### src/rtl/usm_pkg.sv
// Shared types, constants and tables of the UV sphere mesh generator.
package usm_pkg;

  localparam int IDX_W            = 7;
  localparam int CFG_W            = 15;
  localparam int RAD_W            = 15;
  localparam int KIDX_W           = 15;
  localparam int TEX_W            = 17;
  localparam int PHASE_W          = 32;
  localparam int ANG_W            = 31;
  localparam int ZW               = 32;
  localparam int CORDIC_STEPS     = 28;
  localparam int RECIP_SHIFT      = 40;
  localparam int RECIP_W          = 40;
  localparam int RECORDS_PER_ITEM = 3;
  localparam int BACK_LAT         = CORDIC_STEPS + 6;

  localparam int MAX_STACKS_DEF  = 64;
  localparam int MAX_SECTORS_DEF = 64;
  localparam int QUEUE_DEPTH_DEF = 4;
  localparam int MIN_STACKS      = 2;
  localparam int MIN_SECTORS     = 3;

  localparam logic [IDX_W-1:0] RESET_STACKS  = 7'd18;
  localparam logic [IDX_W-1:0] RESET_SECTORS = 7'd36;
  localparam logic [RAD_W-1:0] RESET_RADIUS  = 15'd16384;

  localparam logic signed [ANG_W-1:0] CORDIC_GAIN = 31'sd163008219;

  // arctangent of 2^-k in turn units, 2^32 per turn
  localparam logic signed [ZW-1:0] ATAN_TURN [CORDIC_STEPS] = '{
    32'sd536870912, 32'sd316933406, 32'sd167458907, 32'sd85004756, 32'sd42667331,
    32'sd21354465, 32'sd10679838, 32'sd5340245, 32'sd2670163, 32'sd1335087,
    32'sd667544, 32'sd333772, 32'sd166886, 32'sd83443, 32'sd41722, 32'sd20861,
    32'sd10430, 32'sd5215, 32'sd2608, 32'sd1304, 32'sd652, 32'sd326, 32'sd163,
    32'sd81, 32'sd41, 32'sd20, 32'sd10, 32'sd5
  };

  typedef enum logic [1:0] {
    REG_STACK_COUNT   = 2'd0,
    REG_SECTOR_COUNT  = 2'd1,
    REG_SPHERE_RADIUS = 2'd2
  } reg_index_t;

  typedef enum logic {
    KIND_VERTEX   = 1'b0,
    KIND_TRIANGLE = 1'b1
  } record_kind_t;

  typedef struct packed {
    logic [IDX_W-1:0] stack_index;
    logic [IDX_W-1:0] sector_index;
  } item_t;

  typedef struct packed {
    logic               record_kind;
    logic signed [15:0] first_value;
    logic signed [15:0] second_value;
    logic signed [15:0] third_value;
    logic signed [15:0] normal_x;
    logic signed [15:0] normal_y;
    logic signed [15:0] normal_z;
    logic [TEX_W-1:0]   tex_s;
    logic [TEX_W-1:0]   tex_t;
    logic               last_of_item;
  } result_t;

  typedef struct packed {
    logic [IDX_W-1:0] stack_count;
    logic [IDX_W-1:0] sector_count;
    logic [RAD_W-1:0] sphere_radius;
  } cfg_t;

  // per-item data that rides alongside the trig pipeline
  typedef struct packed {
    logic [TEX_W-1:0]  ts;
    logic [TEX_W-1:0]  tt;
    logic [KIDX_W-1:0] k1;
    logic [KIDX_W-1:0] k2;
    logic              tri_a;
    logic              tri_b;
  } side_t;

  typedef struct packed {
    logic [PHASE_W-1:0] phase_st;
    logic [PHASE_W-1:0] phase_se;
    side_t              side;
  } job_t;

endpackage

### src/rtl/usm_queue.sv
// Short job queue between front and back end.
module usm_queue #(
  parameter int DEPTH = usm_pkg::QUEUE_DEPTH_DEF
) (
  input  logic                       clk,
  input  logic                       rst,
  input  logic                       push,
  input  usm_pkg::job_t              push_data,
  input  logic                       pop,
  output usm_pkg::job_t              head,
  output logic [$clog2(DEPTH+1)-1:0] count
);

  localparam int PTR_W = $clog2(DEPTH);
  localparam int CNT_W = $clog2(DEPTH+1);

  usm_pkg::job_t    mem [DEPTH];
  logic [PTR_W-1:0] wr_ptr, rd_ptr;

  always_ff @(posedge clk) begin
    if (rst) begin
      wr_ptr <= '0;
      rd_ptr <= '0;
      count  <= '0;
    end else begin
      if (push) begin
        wr_ptr <= (wr_ptr == PTR_W'(DEPTH-1)) ? '0 : wr_ptr + PTR_W'(1);
      end
      if (pop) begin
        rd_ptr <= (rd_ptr == PTR_W'(DEPTH-1)) ? '0 : rd_ptr + PTR_W'(1);
      end
      count <= count + CNT_W'(push) - CNT_W'(pop);
    end
  end

  always_ff @(posedge clk) begin
    if (push) begin
      mem[wr_ptr] <= push_data;
    end
  end

  assign head = mem[rd_ptr];

endmodule

### config.mk
export PLATFORM = sky130hd
export DESIGN_NAME = usm_queue
export DESIGN_NICKNAME = d
export VERILOG_FILES = /design/src/rtl/usm_pkg.sv /design/src/rtl/usm_queue.sv
export SDC_FILE = /design/constraint.sdc
export NUM_CORES = 1
export LEC_CHECK = 0
export ABC_CLOCK_PERIOD_IN_PS = 13700
export BUFFER_PORTS_ARGS = -buffer_cell sky130_fd_sc_hd__clkbuf_2
export CAP_MARGIN = 20
export CORE_ASPECT_RATIO = 1.4
export CORE_MARGIN = 2
export CORE_UTILIZATION = 45
export DETAILED_ROUTE_END_ITERATION = 8
export GPL_ROUTABILITY_DRIVEN = 0
export PLACE_DENSITY_LB_ADDON = 0.12
export REMOVE_ABC_BUFFERS = 1
export SLEW_MARGIN = 15
export SYNTH_ARGS = -nofsm -noshare
export SYNTH_HDL_FRONTEND = slang
export SYNTH_SLANG_ARGS = --single-unit
### constraint.sdc
create_clock -name clk -period 13.7 [get_ports clk]
set_input_delay 2.74 -clock clk [delete_from_list [all_inputs] [get_ports clk]]
set_output_delay 2.74 -clock clk [all_outputs]
set_load 0.05 [all_outputs]
==> results of run 1 <==
[Yosys cell counts (all sizes together)]
| library cell | number | area share |
|---|---|---|
| dfxtp | 9 | 0.0093 |
| nor2 | 4 | 0.00078 |
| mux2i | 2 | 0.0010 |
| nor2b | 1 | 0.00032 |
| or3b | 2 | 0.00091 |
| a21oi | 2 | 0.00052 |
| inv | 5 | 0.00097 |
| fa | 1 | 0.0010 |
| edfxtp | 520 | 0.81 |
| buf | 28 | 0.016 |
| nand2b | 2 | 0.00065 |
| and2 | 4 | 0.0013 |
| ha | 7 | 0.0045 |
| clkbuf | 1 | 0.00019 |
| xnor3 | 1 | 0.0012 |
| mux4 | 130 | 0.15 |
[logic make-up (layout without fill, tap and decap cells)]
family                   count (synthesis)  after routing  share of synthesized area
other                                    0              3                          0
adder cells (fa/ha/maj)                  8              8                   0.005576
multiplexers                           132            132                     0.1528
AO/OA/AOI/OAI                            2              2                  0.0005187
flip-flops                             529            529                     0.8185
AND/OR/NAND/NOR                         13             13                   0.003955
XOR/XNOR                                 1              1                   0.001167
buffers and inverters                   34            370                    0.01751
[layout make-up]
class / instances / area, µm² / area share
timing repair buffer: 278 / 1421 / 0.06280
clock buffer: 61 / 1356 / 0.05993
multi-input combinational: 156 / 3174 / 0.1403
clock inverter: 26 / 168.9 / 0.007463
sequential: 529 / 15800 / 0.6982
inverter: 5 / 18.77 / 0.0008292
tap: 546 / 683.2 / 0.03018
antenna: 3 / 7.507 / 0.0003317
[worst max-delay path: stages, from the launching register on]
cell and delay, ps:
sky130_fd_sc_hd__dfxtp_4 920, sky130_fd_sc_hd__buf_4 900, sky130_fd_sc_hd__mux4_2 610, sky130_fd_sc_hd__clkbuf_2 260
[report_power, final]
| group | internal [mW] | switching (mW) | leakage [nW] |
|---|---|---|---|
| clock network | 0.735 | 0.553 | 0.747 |
| registers | 1.85 | 0.0240 | 4.85 |
| logic | 0.129 | 0.312 | 2.02 |
| total | 2.71 | 0.889 | 7.62 |
[cell usage in the layout (no fill, tap or decap)]
cell type,instances
sky130_fd_sc_hd__clkinvlp_4,2
sky130_fd_sc_hd__nor2b_1,1
sky130_fd_sc_hd__diode_2,3
sky130_fd_sc_hd__clkinv_1,13
sky130_fd_sc_hd__nor2_1,4
sky130_fd_sc_hd__buf_4,12
sky130_fd_sc_hd__nand2b_1,2
sky130_fd_sc_hd__fa_1,1
sky130_fd_sc_hd__and2_4,4
sky130_fd_sc_hd__bufinv_16,2
sky130_fd_sc_hd__clkinv_2,9
sky130_fd_sc_hd__ha_1,7
sky130_fd_sc_hd__clkbuf_2,266
sky130_fd_sc_hd__clkbuf_1,8
sky130_fd_sc_hd__mux2i_1,2
sky130_fd_sc_hd__dfxtp_4,2
sky130_fd_sc_hd__or3b_2,2
sky130_fd_sc_hd__edfxtp_1,520
sky130_fd_sc_hd__mux4_2,130
sky130_fd_sc_hd__clkbuf_16,53
sky130_fd_sc_hd__a21oi_1,2
sky130_fd_sc_hd__inv_1,5
sky130_fd_sc_hd__dfxtp_1,7
sky130_fd_sc_hd__xnor3_1,1
[state kept, by name (all words and copies together) (netlist names), named ones only]
signal  cells
wr_ptr      2
count       3
rd_ptr      2
mem       520
[worst max path at each step]
stage / slack [ps] / to / startpoint / depth (start not counted)
6_report: 7660 / head[80] / register / 3
3_5_place_dp: 8060 / head[129] / register / 3
5_1_grt: 7280 / head[92] / register / 3
2_1_floorplan: 4670 / head[0] / register / 1
4_1_cts: 7430 / head[129] / register / 3
3_3_place_gp: 8040 / head[98] / register / 3
[per-layer routing]
metal | GRT usage | vias to the layer above
li1 | - | 3717
met3 | 0.04380 | 76
met5 | 0 | -
met1 | 0.2092 | 4380
met4 | 0.05970 | 6
met2 | 0.2785 | 217
==> impl_summary.md, run 1 <==
Floorplan
The floorplan step defined a die boundary enclosing 44,580 µm². The area of the placeable core is approximately 42,000 µm². In this run the horizontal extent of the chip is 179.0 µm. The floorplan step set the die height to roughly 250 µm. The I/O pin count is 267. The starting utilization of the core area is 0.4572.

The row count is 89.

Global routing
The via count of the first global-routing pass is between 9,000 and 10,000. Summed over all layers, the global routing overflow is 0. The largest net degree at the start of global routing is 67. The global-route wire length before repair is 54.85 mm. The overall fraction of global-route tracks in use is 0.1666. The number of antenna violations at the first check in global routing is 6.

Timing
The max-slew violation count was 0. The setup TNS is 0 ps. Setup violations remaining at the end of the flow were counted as 0. The number of hold-slack violations in the final timing report is 0. The relative max-transition margin is 0.2978. Of the available clock period, the critical path in the final layout requires 0.4406. Setup repair after global routing left no endpoint under its margin. On the final layout, the worst clock skew is approximately 12 ps.

Hold is met by 510.2 ps. Subtracting the final worst setup slack from the clock period gives roughly 6000 ps. The actual slew at the worst max-slew pin is 1053 ps. Static timing analysis puts the maximum clock frequency at 165.7 MHz. The worst path meets setup with 7664 ps of slack.

Layout
The final cell count without fillers is 1,604. The finished cells cover 22,630 µm². The share of the core filled with cells is 0.5363. From synthesis to final layout, the design area changed by 17.29%. The final layout net count is roughly 1,200.

The number of filler instances in the final layout is around 3,300. In the final layout, the share of cells above drive strength 1 is 0.4569.

Power and ir drop
IR analysis of the VDD net gives a maximum drop of 0.0001124 V. The total chip power is 3.602 mW. Summed over all cells, the static leakage comes to 7.616 nW.

For this design the ratio of total power to cell area is 159.1 nW/µm².

Logic synthesis
For this run, the register share of the synthesized area comes to 0.8185. Counting every instance in the synthesized netlist gives 719. After synthesis, the netlist uses 20 different library cells. After synthesis the cells add up to 19,300 µm². After synthesis, the mean cell area works out to 26.84 µm². During synthesis, Yosys emitted a total of 0 warnings. The post-synthesis register bit count is ~530.

Critical path
The critical path start-end classification is reg -> out. The number of cells traversed by the worst register-to-register path is 5. The reg-to-reg critical path endpoint is mem[0][65]$_DFFE_PP_. The data arrival at the endpoint of the critical path is 3300 ps. The flop-to-flop setup slack is ~11,000 ps. Of all nets on the critical path, the largest fanout is 48. The worst reg2reg path startpoint is wr_ptr[0]$_SDFFE_PP0P_. The worst endpoint required time is 10,960 ps. The critical path launch point type is a register.

STA classifies the critical path endpoint as a primary output.

Drt
The mean number of vias per cell is 5.234. For this run, design rule violations remaining after detail routing come to 0. The routed wire length is 36.35 mm. The first detailed-routing pass took 6 iterations.

The via total after detailed routing is 8,396. The uppermost layer routed is met5. The routed metal-1 wirelength is 14.20 mm. The final antenna-violating net count is 0. Dividing the detail-routed wire length by the instance count gives around 23 µm.

Detailed routing placed a total of roughly 19 mm of wire on met2. The wire length on met3 is 2.443 mm. The violation count after the first detailed-route iteration is 515.

Min path
The worst hold path belongs to the class reg -> reg. In this run the most critical hold path is launched from rd_ptr[0]$_SDFFE_PP0P_. Along the worst hold path, the cell count comes to 2.

Clocking
The post-cts sizing count is 0. The CTS clock-pin slew for the worst setup and hold paths is 60 ps. In this run the deepest clock path goes through 3 buffers. The clock net in this run drives a total of 529 sinks. The cell sitting at the root of the clock tree is a sky130_fd_sc_hd__clkbuf_16. The H-tree was split into 2 levels. TritonCTS built the clock tree. For the worst-skew pair, the clock arrives at the later sink with an insertion delay of 570 ps. The number of hold buffers added after cts is 0. The number of buffers added for setup after CTS is 0. TritonCTS created 50 clock buffers.

Placement
The pre-CTS worst setup slack is 8059 ps. Port buffering added about 270 buffers. The total half-perimeter wirelength after legalization and detailed placement is between 20 and 25 mm. Including well taps, the total number of placed cells is 1,514. Summing all placed instances gives a cell area of 21,100 µm².

Run
Max-cap violations in this run came to 0.

Status
The flow ran to the end, and the final reports show no timing, DRC or antenna violations.
Power figures use the tool's default switching activity.
==> inputs of run 2 (changes only) <==
--- a/config.mk
+++ b/config.mk
@@ -5,7 +5,8 @@
 export SDC_FILE = /design/constraint.sdc
 export NUM_CORES = 1
 export LEC_CHECK = 0
-export ABC_CLOCK_PERIOD_IN_PS = 13700
+export ABC_AREA = 1
+export ABC_CLOCK_PERIOD_IN_PS = 6000
 export BUFFER_PORTS_ARGS = -buffer_cell sky130_fd_sc_hd__clkbuf_2
 export CAP_MARGIN = 20
 export CORE_ASPECT_RATIO = 1.4
==> constraint.sdc (replaced) <==
create_clock -name clk -period 6 [get_ports clk]
set_input_delay 1.2 -clock clk [delete_from_list [all_inputs] [get_ports clk]]
set_output_delay 1.2 -clock clk [all_outputs]
set_load 0.05 [all_outputs]
==> impl_summary.md, run 2 <==
Status
The flow ran to the end, and the final reports show no timing, DRC or antenna violations.

Timing
The setup TNS is 0 ps (unchanged). The maximum clock skew at final layout came to 25.48 ps (+13.81 ps). The final clock period utilization by the worst path is 0.6775.

The number of hold-slack violations in the final timing report is 0 (unchanged). The actual slew at the worst max-slew pin came to 971.9 ps (-81.39 ps). The relative max-transition margin is 0.3521 (+0.05426).

The worst path needs 4065 ps of the cycle, external delays included. The highest achievable clock rate is 246.0 MHz. The final number of setup-violating endpoints is 0 (unchanged). Setup repair after global routing left no endpoint under its margin. The post-route worst setup slack came to 1935 ps (-5729 ps). The max-slew violation count is 0 (unchanged).

Power and ir drop
The part of the total power dissipated in the clock network is 0.344 (-0.014). The switching share of power was 0.2717 (+0.02474). The total power density per cell area is 347.6 nW/µm² (+120%). The internal power component came to 6.094 mW (+120%). The peak supply drop was 0.0002434 V (+120%).

The static power due to leakage is 9.377 nW (+23%). The register share of total power is 0.513 (-0.007). The switching power is 2.273 mW (+160%). The total chip power is 8.368 mW (+130%). The combinational share of power came to 0.143 (+0.021).

Logic synthesis
For this run, the leading register cell type out of synthesis is sky130_fd_sc_hd__edfxtp_1. The count of flip-flops with a built-in enable after synthesis is 520 (unchanged). The synthesized area divided by synthesized cell count is 13.27 µm² (-51%). The most frequent cell after synthesis is sky130_fd_sc_hd__edfxtp_1.

Ranked by total cell area, the synthesized netlist is headed by sky130_fd_sc_hd__edfxtp_1 75%, sky130_fd_sc_hd__inv_1 4.9%, sky130_fd_sc_hd__nand2_1 4.8%. The total number of yosys warnings was 0 (unchanged). The post-synthesis cell count is 1,574 (+120%).

The cell taking the most area after synthesis is sky130_fd_sc_hd__edfxtp_1. The cell area after synthesis is 20,890 µm² (+8.2%). The async set-reset flop share out of synthesis is 0 (unchanged). The count of different cell masters after synthesis came to 17 (-15%).

The register area share after synthesis came to 0.7562 (-0.06236). The area share of the largest cell type after synthesis is 0.7475 (-0.06165). The post-synthesis register bit count is 529 (unchanged).

Ranked by instance count, the synthesized netlist is headed by 520 x sky130_fd_sc_hd__edfxtp_1, 275 x sky130_fd_sc_hd__inv_1, 269 x sky130_fd_sc_hd__nand2_1.

Critical path
The sort of element at the end of the critical path is a primary output. The data arrival at the endpoint of the critical path is 2870 ps (-430 ps). STA classifies the critical path startpoint as a register. The number of cells traversed by the worst register-to-register path came to 5 (unchanged). The critical path start-end classification is reg -> out.

The signal on the critical path passes through buf_4, o211ai_1, nand2_1, clkbuf_2. The worst-path maximum fanout is 80 (+67%). The worst endpoint required time came to 4800 ps (-6160 ps).

The slowest stage of the critical path is the sky130_fd_sc_hd__dfxtp_4 cell. The reg-to-reg critical path endpoint is mem[2][89]$_DFFE_PP_. The worst stage delay on the critical path is 950 ps (+30 ps). The worst reg2reg path startpoint is wr_ptr[0]$_SDFFE_PP0P_.

The flop-to-flop setup slack is 3620 ps (-7100 ps).

Drt
The violation count after the first detailed-route iteration is 682 (+32%). The final antenna-violating net count is 0 (unchanged). The via total after detailed routing came to 12,076 (+44%). The remaining routing DRC violations is 0 (unchanged). The post-detailed-route wirelength per cell was 16.91 µm (-25%). The routed wire length is 41.86 mm (+15%). The iteration count of the initial detailed-routing pass is 4 (-2). The mean number of vias per cell was 4.879 (-6.8%).

Floorplan
The overall die width is 186.1 µm (+4.0%). The I/O pin count is 267 (unchanged). The row count came to 93 (+4.5%).

The starting utilization of the core area is 0.4545 (-0.002764). The area of the placeable core was 45,960 µm² (+8.9%). The chip height is 258.9 µm (+4.0%).

The area enclosed by the die boundary is 48,180 µm² (+8.1%).

Clocking
The number of buffers created by CTS is 50 (unchanged). The source-to-sink clock delay at the later pin of the worst-skew pair is 570 ps (about the same). The number of hold buffers added after cts was 0 (unchanged). The post-cts sizing count is 0 (unchanged).

The CTS clock-pin slew for the worst setup and hold paths is 60 ps (about the same). The total clock sinks came to 529 (unchanged). The number of H-tree levels is 2 (unchanged). The number of buffers added for setup after CTS came to 0 (unchanged).

The clock tree root driver cell is sky130_fd_sc_hd__clkbuf_16. The maximum number of buffers from clock root to sink is 3 (unchanged). TritonCTS built the clock tree.

Layout
The final standard cell area without fillers is 24,070 µm² (+6.3%). The final layout net count is 1,961 (+69%). Leaving out fill and tap cells, the most frequent cell in the layout is sky130_fd_sc_hd__edfxtp_1. The synthesis-to-layout area growth is 15.23%.

The largest register by flop count is mem. The number of flip-flops under the largest register name is 520 (unchanged). The library cells used most frequently in the layout, excluding fill and tap cells, are 520 x sky130_fd_sc_hd__edfxtp_1, 271 x sky130_fd_sc_hd__inv_1, 269 x sky130_fd_sc_hd__nand2_1, 266 x sky130_fd_sc_hd__clkbuf_2, 133 x sky130_fd_sc_hd__a21oi_1.

The largest registers in the layout are mem: 520 flops, count: 3 flops. The share of post-route cells with drive strength above 1 is 0.1875 (-0.2694).

Global routing
The global-route wire length before repair came to 63.48 mm (+16%). The number of antenna violations at the first check in global routing came to 5 (-1). The via count of the first global-routing pass is 11,308 (+25%). The overall fraction of global-route tracks in use is 0.1723 (+0.005694). The largest net degree at the start of global routing was 169 (+150%). The leftover overflow at the end of global routing came to 0 (unchanged).

Placement
The cell area after placement is 22,590 µm² (+7.1%). The count of buffers from port buffering is 266 (unchanged). The total half-perimeter wirelength after legalization and detailed placement was 23.94 mm (+13%). The pre-CTS worst setup slack was 2479 ps (-5580 ps).

Run
The number of max-cap violations came to 0 (unchanged).

Min path
The cell count of the worst hold path was 2 (unchanged). The kind of path behind the tightest hold check is reg -> reg. The start point of the worst min-delay path is rd_ptr[0]$_SDFFE_PP0P_.
-- run 2: cell count changes in the layout (fill, tap and decap cells not counted), moves of 5 or more --
cell                       before  now
sky130_fd_sc_hd__o211ai_1       0  130
sky130_fd_sc_hd__mux4_2       130    0
sky130_fd_sc_hd__o21ai_1        0  102
sky130_fd_sc_hd__o21ai_0        0   31
sky130_fd_sc_hd__clkbuf_1       8   15
sky130_fd_sc_hd__buf_12         0    5
sky130_fd_sc_hd__a21oi_1        2  133
sky130_fd_sc_hd__nand2_1        0  269
sky130_fd_sc_hd__nor2_1         4    9
sky130_fd_sc_hd__inv_1          5  271
-- run 2: power groups by stage --
stage / Clock (mW) / Combinational [mW] / Sequential [mW]
floorplan: 0 / 0.827 / 4.46
global placement: 0 / 1.20 / 4.37
detailed placement: 0 / 1.21 / 4.37
CTS: 2.97 / 1.21 / 4.29
global route: 3.10 / 1.29 / 4.31
finish: 2.88 / 1.19 / 4.29
-- run 2: layer usage --
metal / GRT usage / vias up / wire (µm)
met5: 0 / - / 24
met1: 0.2134 / 5821 / 17460
met3: 0.03704 / 57 / 2158
li1: - / 5969 / -
met4: 0.05293 / 4 / 949
met2: 0.3012 / 225 / 21270
-- run 2: critical path: cells and delay by family (launching register included) --
kind	cells	cell delay, ps
simple gates	1	130
compound gates	1	180
flops	1	950
buf+inv	2	960
-- run 2: final cells by class --
class                      count  area (µm²)
clock buffer                  68        1383
fill                        3952       21890
tap                          617       772.0
timing repair buffer         280        1499
sequential                   529       15800
antenna                        2       5.005
inverter                     275        1052
multi-input combinational    683        3463
clock inverter                21       92.59
-- run 2: cell families (layout without fill, tap and decap cells) --
kind of cell,Yosys count,count (layout),synth area share
flops,529,529,0.7562
compound gates,396,396,0.1105
buf+inv,362,644,0.07805
simple gates,279,279,0.05019
fa+ha+maj,8,8,0.005151
other cells,0,2,0
-- run 2: how the worst max path moves through the flow --
stage,start,end,slack (ps),depth (start not counted)
2_1_floorplan,register,head[0],-5090,2
3_3_place_gp,register,head[101],2530,4
3_5_place_dp,register,head[101],2480,4
4_1_cts,register,head[101],1860,4
5_1_grt,register,head[54],1700,4
6_report,register,head[101],1930,4
-- run 2: per-stage QoR --
step / instances / hold WS [ps] / utilization
global route: 2475 / 541.1 / 0.5237
finish: 2475 / 504.0 / 0.5237
CTS: 2473 / 504.6 / 0.5236
global placement: 2384 / 481.1 / 0.4915
floorplan: 1487 / 467.6 / -
detailed placement: 2384 / 490.9 / 0.4915
